==> src/rtl/core/sensor_mailbox_range_tagger_defines.svh <==
// assertion helpers for the sensor mailbox
`ifndef SENSOR_MAILBOX_RANGE_TAGGER_DEFINES_SVH
`define SENSOR_MAILBOX_RANGE_TAGGER_DEFINES_SVH

// same-cycle implication
`define SMRT_ASSERT_NOW(label, clk, rst_n, ante, cons) \
  label: assert property (@(posedge clk) disable iff (!rst_n) (ante) |-> (cons)) \
    else $error("smrt: same-cycle check failed");

// next-cycle implication
`define SMRT_ASSERT_NEXT(label, clk, rst_n, ante, cons) \
  label: assert property (@(posedge clk) disable iff (!rst_n) (ante) |=> (cons)) \
    else $error("smrt: next-cycle check failed");

`endif

==> src/rtl/core/smrt_pkg.sv <==
`default_nettype none
package smrt_pkg;

  localparam int NUM_SLOTS     = 5;
  localparam int SLOT_IDX_W    = $clog2(NUM_SLOTS);
  localparam int SLOT_CNT_W    = $clog2(NUM_SLOTS + 1);
  localparam int KIND_W        = 3;
  localparam int REQ_W         = 3;
  localparam int SRC_W         = 2;
  localparam int FRAME_ID_W    = 16;
  localparam int FRAME_RANGE_W = 32;
  localparam int BOUND_W       = 31;
  localparam int FALLBACK_W    = 16;
  localparam int CFG_DATA_W    = 31;
  localparam int CFG_IDX_W     = 2;

  localparam logic [KIND_W-1:0] KIND_EMPTY = 3'd0;
  localparam logic [KIND_W-1:0] KIND_SPEED = 3'd1;
  localparam logic [KIND_W-1:0] KIND_ATT   = 3'd2;
  localparam logic [KIND_W-1:0] KIND_ALT   = 3'd3;
  localparam logic [KIND_W-1:0] KIND_RANGE = 3'd4;
  localparam logic [KIND_W-1:0] KIND_FRAME = 3'd5;
  localparam logic [KIND_W-1:0] KIND_NULL  = 3'd6;

  localparam logic [REQ_W-1:0] REQ_PUSH_SPEED = 3'd0;
  localparam logic [REQ_W-1:0] REQ_PUSH_ATT   = 3'd1;
  localparam logic [REQ_W-1:0] REQ_PUSH_ALT   = 3'd2;
  localparam logic [REQ_W-1:0] REQ_PUSH_RANGE = 3'd3;
  localparam logic [REQ_W-1:0] REQ_PUSH_FRAME = 3'd4;
  localparam logic [REQ_W-1:0] REQ_POP        = 3'd5;

  localparam logic [SRC_W-1:0] SRC_NONE  = 2'd0;
  localparam logic [SRC_W-1:0] SRC_SONAR = 2'd1;
  localparam logic [SRC_W-1:0] SRC_ALT   = 2'd2;

  localparam logic [CFG_IDX_W-1:0] CFG_RANGE_LOW   = 2'd0;
  localparam logic [CFG_IDX_W-1:0] CFG_RANGE_HIGH  = 2'd1;
  localparam logic [CFG_IDX_W-1:0] CFG_ALT_FALLBACK = 2'd2;

  localparam logic [BOUND_W-1:0]    RANGE_LOW_RST  = 31'd26214;
  localparam logic [BOUND_W-1:0]    RANGE_HIGH_RST = 31'd393216;
  localparam logic [FALLBACK_W-1:0] FALLBACK_RST   = 16'd100;

  localparam logic signed [FRAME_RANGE_W-1:0] NO_RANGE = -32'sd65536;

  typedef struct packed {
    logic load;
    logic exec;
    logic emit;
  } cmd_t;

  typedef struct packed {
    logic is_pop;
  } status_t;

endpackage
`default_nettype wire

==> src/rtl/core/sensor_mailbox_range_tagger.sv <==
// a pop word is registered into the output after its input word is captured and its slot update state runs
// a new input word is taken only after the slot update for the last one is done (capture, then one slot update pass)
// a pop stalls in its update cycle while the previous output word is not taken
// reset: asynchronous active low; slots empty, held range and altitude cleared,
// config registers at their defaults
`default_nettype none
module sensor_mailbox_range_tagger
  import smrt_pkg::*;
#(
  parameter int TIME_WIDTH  = 40,
  parameter int VALUE_WIDTH = 32
) (
  input  wire logic                          clk_i,
  input  wire logic                          rst_ni,
  input  wire logic                          cfg_we_i,
  input  wire logic [CFG_IDX_W-1:0]          cfg_idx_i,
  input  wire logic [CFG_DATA_W-1:0]         cfg_data_i,
  input  wire logic                          in_valid_i,
  output logic                               in_ready_o,
  input  wire logic [REQ_W-1:0]              req_type_i,
  input  wire logic [TIME_WIDTH-1:0]         time_ms_i,
  input  wire logic signed [VALUE_WIDTH-1:0] value_a_i,
  input  wire logic signed [VALUE_WIDTH-1:0] value_b_i,
  input  wire logic signed [VALUE_WIDTH-1:0] value_c_i,
  input  wire logic [FRAME_ID_W-1:0]         frame_id_i,
  output logic                               out_valid_o,
  input  wire logic                          out_ready_i,
  output logic [KIND_W-1:0]                  kind_o,
  output logic [TIME_WIDTH-1:0]              sample_time_o,
  output logic signed [VALUE_WIDTH-1:0]      out_a_o,
  output logic signed [VALUE_WIDTH-1:0]      out_b_o,
  output logic signed [VALUE_WIDTH-1:0]      out_c_o,
  output logic [FRAME_ID_W-1:0]              out_frame_id_o,
  output logic signed [FRAME_RANGE_W-1:0]    frame_range_o,
  output logic [SRC_W-1:0]                   range_source_o
);

  cmd_t    cmd;
  status_t status;

  smrt_ctrl u_ctrl (
    .clk_i       (clk_i),
    .rst_ni      (rst_ni),
    .in_valid_i  (in_valid_i),
    .in_ready_o  (in_ready_o),
    .out_valid_o (out_valid_o),
    .out_ready_i (out_ready_i),
    .status_i    (status),
    .cmd_o       (cmd)
  );

  smrt_datapath #(
    .TIME_WIDTH  (TIME_WIDTH),
    .VALUE_WIDTH (VALUE_WIDTH)
  ) u_datapath (
    .clk_i          (clk_i),
    .rst_ni         (rst_ni),
    .cfg_we_i       (cfg_we_i),
    .cfg_idx_i      (cfg_idx_i),
    .cfg_data_i     (cfg_data_i),
    .req_type_i     (req_type_i),
    .time_ms_i      (time_ms_i),
    .value_a_i      (value_a_i),
    .value_b_i      (value_b_i),
    .value_c_i      (value_c_i),
    .frame_id_i     (frame_id_i),
    .cmd_i          (cmd),
    .status_o       (status),
    .kind_o         (kind_o),
    .sample_time_o  (sample_time_o),
    .out_a_o        (out_a_o),
    .out_b_o        (out_b_o),
    .out_c_o        (out_c_o),
    .out_frame_id_o (out_frame_id_o),
    .frame_range_o  (frame_range_o),
    .range_source_o (range_source_o)
  );

endmodule
`default_nettype wire

==> src/rtl/core/smrt_ctrl.sv <==
`default_nettype none
`include "sensor_mailbox_range_tagger_defines.svh"
module smrt_ctrl
  import smrt_pkg::*;
(
  input  wire logic    clk_i,
  input  wire logic    rst_ni,
  input  wire logic    in_valid_i,
  output logic         in_ready_o,
  output logic         out_valid_o,
  input  wire logic    out_ready_i,
  input  wire status_t status_i,
  output cmd_t         cmd_o
);

  typedef enum logic {
    S_IDLE,
    S_EXEC
  } state_e;

  state_e state_q;
  logic   out_valid_q;
  logic   can_finish;

  assign in_ready_o  = (state_q == S_IDLE);
  assign out_valid_o = out_valid_q;

  // a pop waits until the output word is free or being taken
  assign can_finish = !(status_i.is_pop && out_valid_q && !out_ready_i);

  assign cmd_o.load = in_valid_i && in_ready_o;
  assign cmd_o.exec = (state_q == S_EXEC) && can_finish;
  assign cmd_o.emit = cmd_o.exec && status_i.is_pop;

  always_ff @(posedge clk_i or negedge rst_ni) begin
    if (!rst_ni) begin
      state_q     <= S_IDLE;
      out_valid_q <= 1'b0;
    end else begin
      if (cmd_o.emit) begin
        out_valid_q <= 1'b1;
      end else if (out_ready_i) begin
        out_valid_q <= 1'b0;
      end
      unique case (state_q)
        S_IDLE: begin
          if (cmd_o.load) begin
            state_q <= S_EXEC;
          end
        end
        S_EXEC: begin
          if (can_finish) begin
            state_q <= S_IDLE;
          end
        end
        default: state_q <= S_IDLE;
      endcase
    end
  end

  `SMRT_ASSERT_NEXT(a_load_to_exec, clk_i, rst_ni, cmd_o.load, state_q == S_EXEC)
  `SMRT_ASSERT_NEXT(a_emit_shows, clk_i, rst_ni, cmd_o.emit, out_valid_q)
  `SMRT_ASSERT_NEXT(a_word_kept, clk_i, rst_ni, out_valid_q && !out_ready_i, out_valid_q)
  `SMRT_ASSERT_NEXT(a_pop_stalls, clk_i, rst_ni,
                    (state_q == S_EXEC) && status_i.is_pop && out_valid_q && !out_ready_i,
                    state_q == S_EXEC)

endmodule
`default_nettype wire

==> src/rtl/core/smrt_datapath.sv <==
`default_nettype none
module smrt_datapath
  import smrt_pkg::*;
#(
  parameter int TIME_WIDTH  = 40,
  parameter int VALUE_WIDTH = 32
) (
  input  wire logic                            clk_i,
  input  wire logic                            rst_ni,
  input  wire logic                            cfg_we_i,
  input  wire logic [CFG_IDX_W-1:0]            cfg_idx_i,
  input  wire logic [CFG_DATA_W-1:0]           cfg_data_i,
  input  wire logic [REQ_W-1:0]                req_type_i,
  input  wire logic [TIME_WIDTH-1:0]           time_ms_i,
  input  wire logic signed [VALUE_WIDTH-1:0]   value_a_i,
  input  wire logic signed [VALUE_WIDTH-1:0]   value_b_i,
  input  wire logic signed [VALUE_WIDTH-1:0]   value_c_i,
  input  wire logic [FRAME_ID_W-1:0]           frame_id_i,
  input  wire cmd_t                            cmd_i,
  output status_t                              status_o,
  output logic [KIND_W-1:0]                    kind_o,
  output logic [TIME_WIDTH-1:0]                sample_time_o,
  output logic signed [VALUE_WIDTH-1:0]        out_a_o,
  output logic signed [VALUE_WIDTH-1:0]        out_b_o,
  output logic signed [VALUE_WIDTH-1:0]        out_c_o,
  output logic [FRAME_ID_W-1:0]                out_frame_id_o,
  output logic signed [FRAME_RANGE_W-1:0]      frame_range_o,
  output logic [SRC_W-1:0]                     range_source_o
);

  localparam int TW    = TIME_WIDTH;
  localparam int VW    = VALUE_WIDTH;
  localparam int CMP_W = ((VW > BOUND_W) ? VW : BOUND_W) + 1;

  function automatic logic [VW-1:0] neg_sat(input logic [VW-1:0] v);
    logic [VW-1:0] min_v;
    min_v = {1'b1, {(VW-1){1'b0}}};
    if (v == min_v) begin
      return ~v;
    end
    return -v;
  endfunction

  // config registers
  logic [BOUND_W-1:0]    range_low_q, range_high_q;
  logic [FALLBACK_W-1:0] fallback_q;

  always_ff @(posedge clk_i or negedge rst_ni) begin
    if (!rst_ni) begin
      range_low_q  <= RANGE_LOW_RST;
      range_high_q <= RANGE_HIGH_RST;
      fallback_q   <= FALLBACK_RST;
    end else if (cfg_we_i) begin
      unique case (cfg_idx_i)
        CFG_RANGE_LOW:    range_low_q  <= cfg_data_i[BOUND_W-1:0];
        CFG_RANGE_HIGH:   range_high_q <= cfg_data_i[BOUND_W-1:0];
        CFG_ALT_FALLBACK: fallback_q   <= cfg_data_i[FALLBACK_W-1:0];
        default: ;
      endcase
    end
  end

  // request word
  logic [REQ_W-1:0]      req_q;
  logic [TW-1:0]         time_q;
  logic [VW-1:0]         a_q, b_q, c_q;
  logic [FRAME_ID_W-1:0] fid_q;

  always_ff @(posedge clk_i) begin
    if (cmd_i.load) begin
      req_q  <= req_type_i;
      time_q <= time_ms_i;
      a_q    <= value_a_i;
      b_q    <= value_b_i;
      c_q    <= value_c_i;
      fid_q  <= frame_id_i;
    end
  end

  logic is_push, is_pop;
  logic [KIND_W-1:0] new_kind;

  assign is_push    = (req_q <= REQ_PUSH_FRAME);
  assign is_pop     = (req_q == REQ_POP);
  assign new_kind   = req_q + KIND_W'(1);
  assign status_o.is_pop = is_pop;

  logic [VW-1:0]         new_a, new_b, new_c;
  logic [FRAME_ID_W-1:0] new_fid;

  always_comb begin
    new_a   = a_q;
    new_b   = '0;
    new_c   = '0;
    new_fid = '0;
    case (req_q) inside
      REQ_PUSH_SPEED: begin
        new_a = neg_sat(a_q);
        new_b = neg_sat(b_q);
        new_c = neg_sat(c_q);
      end
      REQ_PUSH_ATT: begin
        new_b = b_q;
        new_c = c_q;
      end
      REQ_PUSH_FRAME: begin
        new_a   = '0;
        new_fid = fid_q;
      end
      default: ;
    endcase
  end

  // slot store
  logic [KIND_W-1:0]     kind_q  [NUM_SLOTS];
  logic [TW-1:0]         stime_q [NUM_SLOTS];
  logic [VW-1:0]         sa_q    [NUM_SLOTS];
  logic [VW-1:0]         sb_q    [NUM_SLOTS];
  logic [VW-1:0]         sc_q    [NUM_SLOTS];
  logic [FRAME_ID_W-1:0] sfid_q  [NUM_SLOTS];
  logic [SLOT_CNT_W-1:0] count_q, count_after;

  logic                  found;
  logic [SLOT_IDX_W-1:0] found_idx;
  logic                  rm_en, append_en;
  logic [SLOT_IDX_W-1:0] rm_idx;

  always_comb begin
    found     = 1'b0;
    found_idx = '0;
    for (int j = NUM_SLOTS - 1; j >= 0; j--) begin
      if (kind_q[j] == new_kind) begin
        found     = 1'b1;
        found_idx = SLOT_IDX_W'(j);
      end
    end
  end

  assign rm_en       = is_pop ? (count_q != '0) : (is_push && found);
  assign rm_idx      = is_pop ? '0 : found_idx;
  assign count_after = count_q - SLOT_CNT_W'(rm_en);
  assign append_en   = is_push && (count_after < SLOT_CNT_W'(NUM_SLOTS));

  always_ff @(posedge clk_i or negedge rst_ni) begin
    if (!rst_ni) begin
      count_q <= '0;
    end else if (cmd_i.exec) begin
      count_q <= count_after + SLOT_CNT_W'(append_en);
    end
  end

  for (genvar g = 0; g < NUM_SLOTS; g++) begin : g_slot
    logic shift, put;
    assign shift = cmd_i.exec && rm_en && (SLOT_IDX_W'(g) >= rm_idx);
    assign put   = cmd_i.exec && append_en && (count_after == SLOT_CNT_W'(g));

    if (g < NUM_SLOTS - 1) begin : g_mid
      always_ff @(posedge clk_i or negedge rst_ni) begin
        if (!rst_ni) begin
          kind_q[g] <= KIND_EMPTY;
        end else if (put) begin
          kind_q[g] <= new_kind;
        end else if (shift) begin
          kind_q[g] <= kind_q[g+1];
        end
      end
      always_ff @(posedge clk_i) begin
        if (put) begin
          stime_q[g] <= time_q;
          sa_q[g]    <= new_a;
          sb_q[g]    <= new_b;
          sc_q[g]    <= new_c;
          sfid_q[g]  <= new_fid;
        end else if (shift) begin
          stime_q[g] <= stime_q[g+1];
          sa_q[g]    <= sa_q[g+1];
          sb_q[g]    <= sb_q[g+1];
          sc_q[g]    <= sc_q[g+1];
          sfid_q[g]  <= sfid_q[g+1];
        end
      end
    end else begin : g_last
      always_ff @(posedge clk_i or negedge rst_ni) begin
        if (!rst_ni) begin
          kind_q[g] <= KIND_EMPTY;
        end else if (put) begin
          kind_q[g] <= new_kind;
        end else if (shift) begin
          kind_q[g] <= KIND_EMPTY;
        end
      end
      always_ff @(posedge clk_i) begin
        if (put) begin
          stime_q[g] <= time_q;
          sa_q[g]    <= new_a;
          sb_q[g]    <= new_b;
          sc_q[g]    <= new_c;
          sfid_q[g]  <= new_fid;
        end
      end
    end
  end

  // held range and altitude
  logic [VW-1:0] held_range_q, held_range_d, held_alt_q, held_alt_d;
  logic [TW-1:0] held_time_q, held_time_d;
  logic          range_fresh_q, range_fresh_d, alt_fresh_q, alt_fresh_d;
  logic signed [FRAME_RANGE_W-1:0] range_w, alt_w;

  if (VW >= FRAME_RANGE_W) begin : g_trunc
    assign range_w = held_range_q[FRAME_RANGE_W-1:0];
    assign alt_w   = held_alt_q[FRAME_RANGE_W-1:0];
  end else begin : g_sext
    assign range_w = {{(FRAME_RANGE_W-VW){held_range_q[VW-1]}}, held_range_q};
    assign alt_w   = {{(FRAME_RANGE_W-VW){held_alt_q[VW-1]}}, held_alt_q};
  end

  logic signed [CMP_W-1:0] head_ext, low_ext, high_ext;
  logic          in_window, alt_pos, late;
  logic [TW-1:0] dt;

  assign head_ext  = {{(CMP_W-VW){sa_q[0][VW-1]}}, sa_q[0]};
  assign low_ext   = {{(CMP_W-BOUND_W){1'b0}}, range_low_q};
  assign high_ext  = {{(CMP_W-BOUND_W){1'b0}}, range_high_q};
  assign in_window = (head_ext > low_ext) && (head_ext < high_ext);
  assign alt_pos   = !held_alt_q[VW-1] && (held_alt_q != '0);
  assign dt        = stime_q[0] - held_time_q;
  assign late      = (stime_q[0] > held_time_q) &&
                     (dt > {{(TW-FALLBACK_W){1'b0}}, fallback_q});

  logic [KIND_W-1:0]               res_kind;
  logic [TW-1:0]                   res_time;
  logic [VW-1:0]                   res_a, res_b, res_c;
  logic [FRAME_ID_W-1:0]           res_fid;
  logic signed [FRAME_RANGE_W-1:0] res_fr;
  logic [SRC_W-1:0]                res_src;

  always_comb begin
    res_kind      = KIND_EMPTY;
    res_time      = '0;
    res_a         = '0;
    res_b         = '0;
    res_c         = '0;
    res_fid       = '0;
    res_fr        = '0;
    res_src       = SRC_NONE;
    held_range_d  = held_range_q;
    held_time_d   = held_time_q;
    range_fresh_d = range_fresh_q;
    held_alt_d    = held_alt_q;
    alt_fresh_d   = alt_fresh_q;
    if (count_q != '0) begin
      res_kind = kind_q[0];
      res_time = stime_q[0];
      res_a    = sa_q[0];
      res_b    = sb_q[0];
      res_c    = sc_q[0];
      res_fid  = sfid_q[0];
      case (kind_q[0])
        KIND_ALT: begin
          held_alt_d  = sa_q[0];
          alt_fresh_d = 1'b1;
        end
        KIND_RANGE: begin
          if (in_window) begin
            held_range_d  = sa_q[0];
            held_time_d   = stime_q[0];
            range_fresh_d = 1'b1;
          end else begin
            res_kind = KIND_NULL;
          end
        end
        KIND_FRAME: begin
          res_fr = NO_RANGE;
          if (range_fresh_q) begin
            res_fr        = range_w;
            res_src       = SRC_SONAR;
            range_fresh_d = 1'b0;
          end
          if (alt_fresh_q && alt_pos && late) begin
            res_fr      = alt_w;
            res_src     = SRC_ALT;
            alt_fresh_d = 1'b0;
          end
        end
        default: ;
      endcase
    end
  end

  always_ff @(posedge clk_i or negedge rst_ni) begin
    if (!rst_ni) begin
      held_range_q  <= '0;
      held_time_q   <= '0;
      range_fresh_q <= 1'b0;
      held_alt_q    <= '0;
      alt_fresh_q   <= 1'b0;
    end else if (cmd_i.emit) begin
      held_range_q  <= held_range_d;
      held_time_q   <= held_time_d;
      range_fresh_q <= range_fresh_d;
      held_alt_q    <= held_alt_d;
      alt_fresh_q   <= alt_fresh_d;
    end
  end

  // output word
  always_ff @(posedge clk_i) begin
    if (cmd_i.emit) begin
      kind_o         <= res_kind;
      sample_time_o  <= res_time;
      out_a_o        <= res_a;
      out_b_o        <= res_b;
      out_c_o        <= res_c;
      out_frame_id_o <= res_fid;
      frame_range_o  <= res_fr;
      range_source_o <= res_src;
    end
  end

endmodule
`default_nettype wire

==> config.mk <==
export PLATFORM = sky130hd
export DESIGN_NAME = sensor_mailbox_range_tagger
export DESIGN_NICKNAME = d
export VERILOG_FILES = /design/src/rtl/core/smrt_pkg.sv /design/src/rtl/core/sensor_mailbox_range_tagger.sv /design/src/rtl/core/smrt_ctrl.sv /design/src/rtl/core/smrt_datapath.sv
export VERILOG_INCLUDE_DIRS = /design/src /design/src/rtl/core
export SDC_FILE = /design/constraint.sdc
export NUM_CORES = 2
export LEC_CHECK = 0
export ABC_CLOCK_PERIOD_IN_PS = 13500
export BUFFER_PORTS_ARGS = -buffer_cell sky130_fd_sc_hd__buf_4
export CORE_MARGIN = 2
export CORE_UTILIZATION = 45
export DETAILED_ROUTE_END_ITERATION = 16
export HOLD_SLACK_MARGIN = 0.1
export PLACE_DENSITY_LB_ADDON = 0.3
export SYNTH_ARGS = -nofsm -noshare
export SYNTH_HDL_FRONTEND = slang
export SYNTH_SLANG_ARGS = --single-unit
==> constraint.sdc <==
create_clock -name clk_i -period 13.5 [get_ports clk_i]
set_input_delay 1.35 -clock clk_i [delete_from_list [all_inputs] [get_ports clk_i]]
set_output_delay 1.35 -clock clk_i [all_outputs]
set_load 0.02 [all_outputs]
Word level (Yosys, flattened, before mapping)

Memory sizes are Yosys's and may differ from the RTL's. A register that Yosys moved wholly into a read port is not among the register bits.
Index checks and enable logic that the tools add are counted.

Reduce and logical (&&, ||, !) cells: 52
Muxes and demuxes: 101
Magnitude comparators: 11
Eq/ne operators: 22
Bitwise operators: 26
Add/sub/neg operators: 7

Operators with widths:

| kind                                                              | number |
|---|---|
| 2-to-1 mux 32 bit                                                 | 27 |
| 2-to-1 mux 40 bit                                                 | 4 |
| 2-to-1 mux 16 bit                                                 | 7 |
| equality test 32 bit (second input constant)                      | 3 |
| negator 32 bit                                                    | 3 |
| NOT 32 bit                                                        | 3 |
| 2-to-1 mux 3 bit                                                  | 18 |
| 2-to-1 mux 1 bit                                                  | 41 |
| greater-than comparator 40 x 16 -> 1 bit                          | 1 |
| greater-than comparator 40 bit                                    | 1 |
| subtractor 40 bit                                                 | 1 |
| greater-than comparator 32 bit                                    | 1 |
| < comparator 32 bit                                               | 1 |
| nonzero test 32 bit                                               | 1 |
| logical AND 1 bit                                                 | 24 |
| OR 1 bit                                                          | 20 |
| nonzero test 2 bit                                                | 8 |
| equality test 3 bit                                               | 5 |
| equality test 3 bit (second input constant)                       | 5 |
| AND reduction 4 bit                                               | 3 |
| equality test 3 x 2 -> 1 bit (second input constant)              | 3 |
| AND reduction 2 bit                                               | 4 |
| equality test 3 x 1 -> 1 bit (second input constant)              | 2 |
| greater-or-equal comparator 1 x 3 -> 1 bit (first input constant) | 2 |
| 19 further kinds                                                  | 31 |

Input port bits: 193
Bits in writable memories: 760
Memories: 5
Logic and storage cells: 252
Register bits: 468
Output and inout port bits: 191

Memories:

| memory             | depth | width | rd ports | clocked after memory_dff | write ports | line                 | source |
|---|---|---|---|---|---|---|---|
| u_datapath.stime_q | 5     | 40    | 5        | 0                        | 5           | smrt_datapath.sv:116 | `logic [TW-1:0] stime_q [NUM_SLOTS];` |
| u_datapath.sa_q    | 5     | 32    | 5        | 0                        | 5           | smrt_datapath.sv:117 | `logic [VW-1:0] sa_q [NUM_SLOTS];` |
| u_datapath.sb_q    | 5     | 32    | 5        | 1                        | 5           | smrt_datapath.sv:118 | `logic [VW-1:0] sb_q [NUM_SLOTS];` |
| u_datapath.sc_q    | 5     | 32    | 5        | 1                        | 5           | smrt_datapath.sv:119 | `logic [VW-1:0] sc_q [NUM_SLOTS];` |
| u_datapath.sfid_q  | 5     | 16    | 5        | 1                        | 5           | smrt_datapath.sv:120 | `logic [FRAME_ID_W-1:0] sfid_q [NUM_SLOTS];` |

Longest topological paths before layout

Word-level depth: 17
Mapped depth: 24

Modules after synthesis

A second synthesis with hierarchy kept.

Cell total of the unflattened synthesis: 4844
Area, all modules: 57466.4 um2

By module, submodules not included:

| module        | instances | cells an instance | area each (um2) |
|---|---|---|---|
| smrt_datapath | 1         | 4833              | 57370.0 |
| smrt_ctrl     | 1         | 11                | 96.3 |

Least setup slack after synthesis

Ideal clock, no wire load.

Path type: reg-to-reg
Start: register u_datapath.req_q[0]
End: memory u_datapath.sa_q[0][0] (netlist name), enable pin
Stages on the path, launching flop included: 16
Clock period less this slack: 14.663 ns
Path slack: -1.163 ns
Buffers on the path: 2
Arrival: 13.789 ns
Library setup time: 0.874 ns
Cell sequence: edfxtp_1 buf_2 inv_1 ha_1 buf_4 xnor2_1 and3b_1 or3_1 a21oi_1 o21ai_0 o2bb2ai_1 ha_1 ha_1 xor2_1 or3_1 o21ai_0

RTL lines:

| what                     | line                 | source |
|---|---|---|
| start: declaration       | smrt_datapath.sv:64  | `logic [REQ_W-1:0] req_q;` |
| start signal: assignment | smrt_datapath.sv:71  | `req_q <= req_type_i;` |
| end: declaration         | smrt_datapath.sv:117 |  |

==> results.cfg <==
[yosys]
ys_ff_latch = 1308
netlist_instances = 4235
synth_area_mm2 = 0.0580
ys_seq_area_frac = 0.660
synthArstFlopShare = 0.156
synth_top_area_frac = 0.572
yosys_warnings = 0
synth_cell_types = 93
synth_edf_count = 1104
ys.flop_type = edfxtp_1
syn_avg_cell_area_um2 = 13.7
synth_nets = 4556
yosys-top-cells-area = edfxtp_1, mux2_2, dfrtp_1, ha_1, nand2_1
yosysTopAreaCell = edfxtp_1

[place]
post-dp-hpwl_um = 91800
placed_area_mm2 = 0.0625
numPortBuffers = 383
gp_congestion = 0.895
place_ws_ps = 6170

[drt]
via_per_inst = 5.51
vias = 35100
drc_errors = 0
wl_um = 141000
ant_nets = 0
drt_iter0_markers = 3188
dr.pass1.iters = 6
avgRoutedWirePerCell_um = 22.1

[sta]
period_minus_slack_ps = 7240
setup_tns_ps = 0
slew_viol_final = 0
layout_setup_ws_ps = 6260
hold-worst-slack_ps = 491
finalHoldViolations = 0
tightest_slew_ps = 1190
rsz0062_at_grt = false
slew_headroom = 0.208
setup_viol = 0
skew_ps = 28.9
max_freq_mhz = 138
post-route-period-util = 0.536

[grt]
grt_overflow_total = 0
antenna_found_initial = 12
grt_pass1_vias = 34200
grt_max_degree = 169
globalRouteTotalUtil = 0.213
grt_pass1_wl_um = 213000

[cts]
cts_hold_buffers = 0
h-tree-depth = 4
cts_buffers = 140
path_clk_slew_ps = 60
clock_latency_ps = 780
clockBufferDepth = 3
post_cts_resize_count = 0
cts.sinks = 1308
cts-root-buf = clkbuf_16
post_cts_buffers = 0
cts_tree = built

[floorplan]
ios = 384
dieArea_mm2 = 0.132
initial_core_util = 0.454
fp.dieH_um = 363
fp.coreArea_mm2 = 0.128
rows = 131
die_x_um = 363

[cells_and_area]
stdcell_area_mm2 = 0.0670
area.sequential_mm2 = 0.0383
drive_gt1_frac = 0.266
layout.nets = 4923
multiInputGateArea_mm2 = 0.0184
num-fill-cells = 10600
area_growth_syn_to_layout_pct = 15.6

[critical_path]
end_kind = flip-flop
path_common_cell = ha_1
path_class = flip-flop to flip-flop
crit_fanout = 64
cp_data_required_time_ps = 13890
crit_arrival_ps = 7630
worst_setup_path_start_kind = flip-flop
critical-path-max-stage-delay_ps = 820
crit_slowest_cell = buf_4
cp_top_family = simple AND/OR/NAND/NOR gates
path_cells = inv_1, ha_1, xnor2_1, and3b_1, or3_1, a21oi_1, o21ai_0, o2bb2ai_1, ha_1, ha_1, xor2_1, or3_1, nor3_1, or2_4, buf_4, buf_4
critPathBufInv = 3

[pwr]
finalPower_w = 0.0162
p_per_area_mw_per_mm2 = 241
leakage_nw = 25.1
peakVddDrop_mv = 0.246

[run]
cap_violations = 0

[run_status]
outcome = finished clean

[worst_hold_path]
min_path_type = flip-flop to flip-flop
cells in the final DEF (no fill, tap or decap), types with 15 or more instances in the layout:
master     instances
o31ai_1           19
o21ai_0          194
clkinv_2          23
buf_4            417
o2bb2ai_1         29
mux2i_1           65
o211ai_1          19
xnor2_1           24
and2_1           157
xor2_1            18
ha_1             127
nand2b_1          20
edfxtp_1        1104
nand2_1          410
nand4_1           40
nor4_1            24
nor2b_1           23
nand3_1           54
a21oi_1          112
nor3_1            57
mux2_2           574
clkbuf_1          30
inv_1            171
dfrtp_1          191
nor2_1           346
o311a_1           15
a21o_1            31
or3_1             23
clkinv_1          25
clkbuf_16        145
cell families (layout without fill, tap and decap cells):
logic type	Yosys count	count (layout)	share of synthesized area
AND/OR/NAND/NOR	1232	1232	0.100
adder cells (fa/ha/maj)	128	128	0.0277
flip-flops	1308	1308	0.660
multiplexers	640	640	0.123
other	0	3	0
XOR/XNOR	43	43	0.00662
buffers and inverters	367	846	0.0260
AO/OA/AOI/OAI	517	517	0.0567
area by class of cell:
cell class | instances | share of cell area
clock inverter | 76 | 0.0106
sequential | 1308 | 0.571
clock buffer | 178 | 0.0564
timing repair buffer | 419 | 0.0472
inverter | 173 | 0.00976
tap | 1662 | 0.0310
antenna | 3 | 0.000112
multi-input combinational | 2560 | 0.274
cells in the mapped netlist, types with 8 or more instances:
master and count:
edfxtp_1 1104, mux2_2 574, nand2_1 411, nor2_1 352
o21ai_0 195, dfrtp_1 191, inv_1 173, and2_1 157
ha_1 127, a21oi_1 112, clkbuf_1 102, buf_2 77
mux2i_1 65, nor3_1 58, nand3_1 55, nand4_1 40
a21o_1 31, o2bb2ai_1 29, nor2b_1 24, nor4_1 24
or3_1 24, xnor2_1 24, nand2b_1 22, o211ai_1 19
o31ai_1 19, xor2_1 18, o311a_1 15, dfstp_2 13
o21a_1 13, a21oi_2 10, buf_1 9, and3_1 8
o41ai_1 8, or4_1 8
through the flow:
step / std cells / util
floorplan: 4235 / -
global placement: 6122 / 0.490
detailed placement: 6122 / 0.490
CTS: 6376 / 0.525
global route: 6377 / 0.525
finish: 6379 / 0.525
worst paths after layout:
check	start	end	slack, ps	depth (start not counted)
max	u_datapath.req_q[0]	u_datapath.sc_q[2][18]	6260	16
min	u_datapath.stime_q[4][39]	u_datapath.stime_q[3][39]	490	2
max reg2reg	u_datapath.req_q[0]	u_datapath.sc_q[2][18]	6260	16
min reg2reg	u_datapath.stime_q[4][39]	u_datapath.stime_q[3][39]	490	2
max in group asynchronous	rst_ni	u_datapath.held_time_q[13]	10620	3
min in group asynchronous	rst_ni	u_datapath.range_low_q[19]	530	1
state kept, by name, indices dropped and copies added, names as in the netlist, 40 cells and up:
signal and cells:
u_datapath.stime_q 200, u_datapath.sb_q 160, u_datapath.sample_time_o 40, u_datapath.sc_q 160, u_datapath.sfid_q 80, u_datapath.sa_q 160, u_datapath.held_time_q 40, u_datapath.time_q 40
report_power, final:
group          internal (W)  total (W)  leakage (nW)  switching [W]
Combinational       0.00195    0.00519          9.98        0.00325
Sequential          0.00651    0.00719          13.0       0.000678
Clock               0.00217    0.00377          2.19        0.00160
tightest hold or removal path, stage by stage, from the launching register on:
cell and delay, ps:
edfxtp_1 320, nand2_1 50, nand2_1 50
per-layer routing:
layer  routed length, um  part of all wire  vias to the layer above  global-route usage
met4                3680             0.026                        6              0.0667
met2               64600              0.46                     1189               0.327
li1                    -                 -                    16300                   -
met5                  36           0.00026                        -                   0
met3                9800             0.070                      220              0.0400
met1               62700              0.45                    17400               0.306
Note: power is estimated with default switching activity, not from simulation.
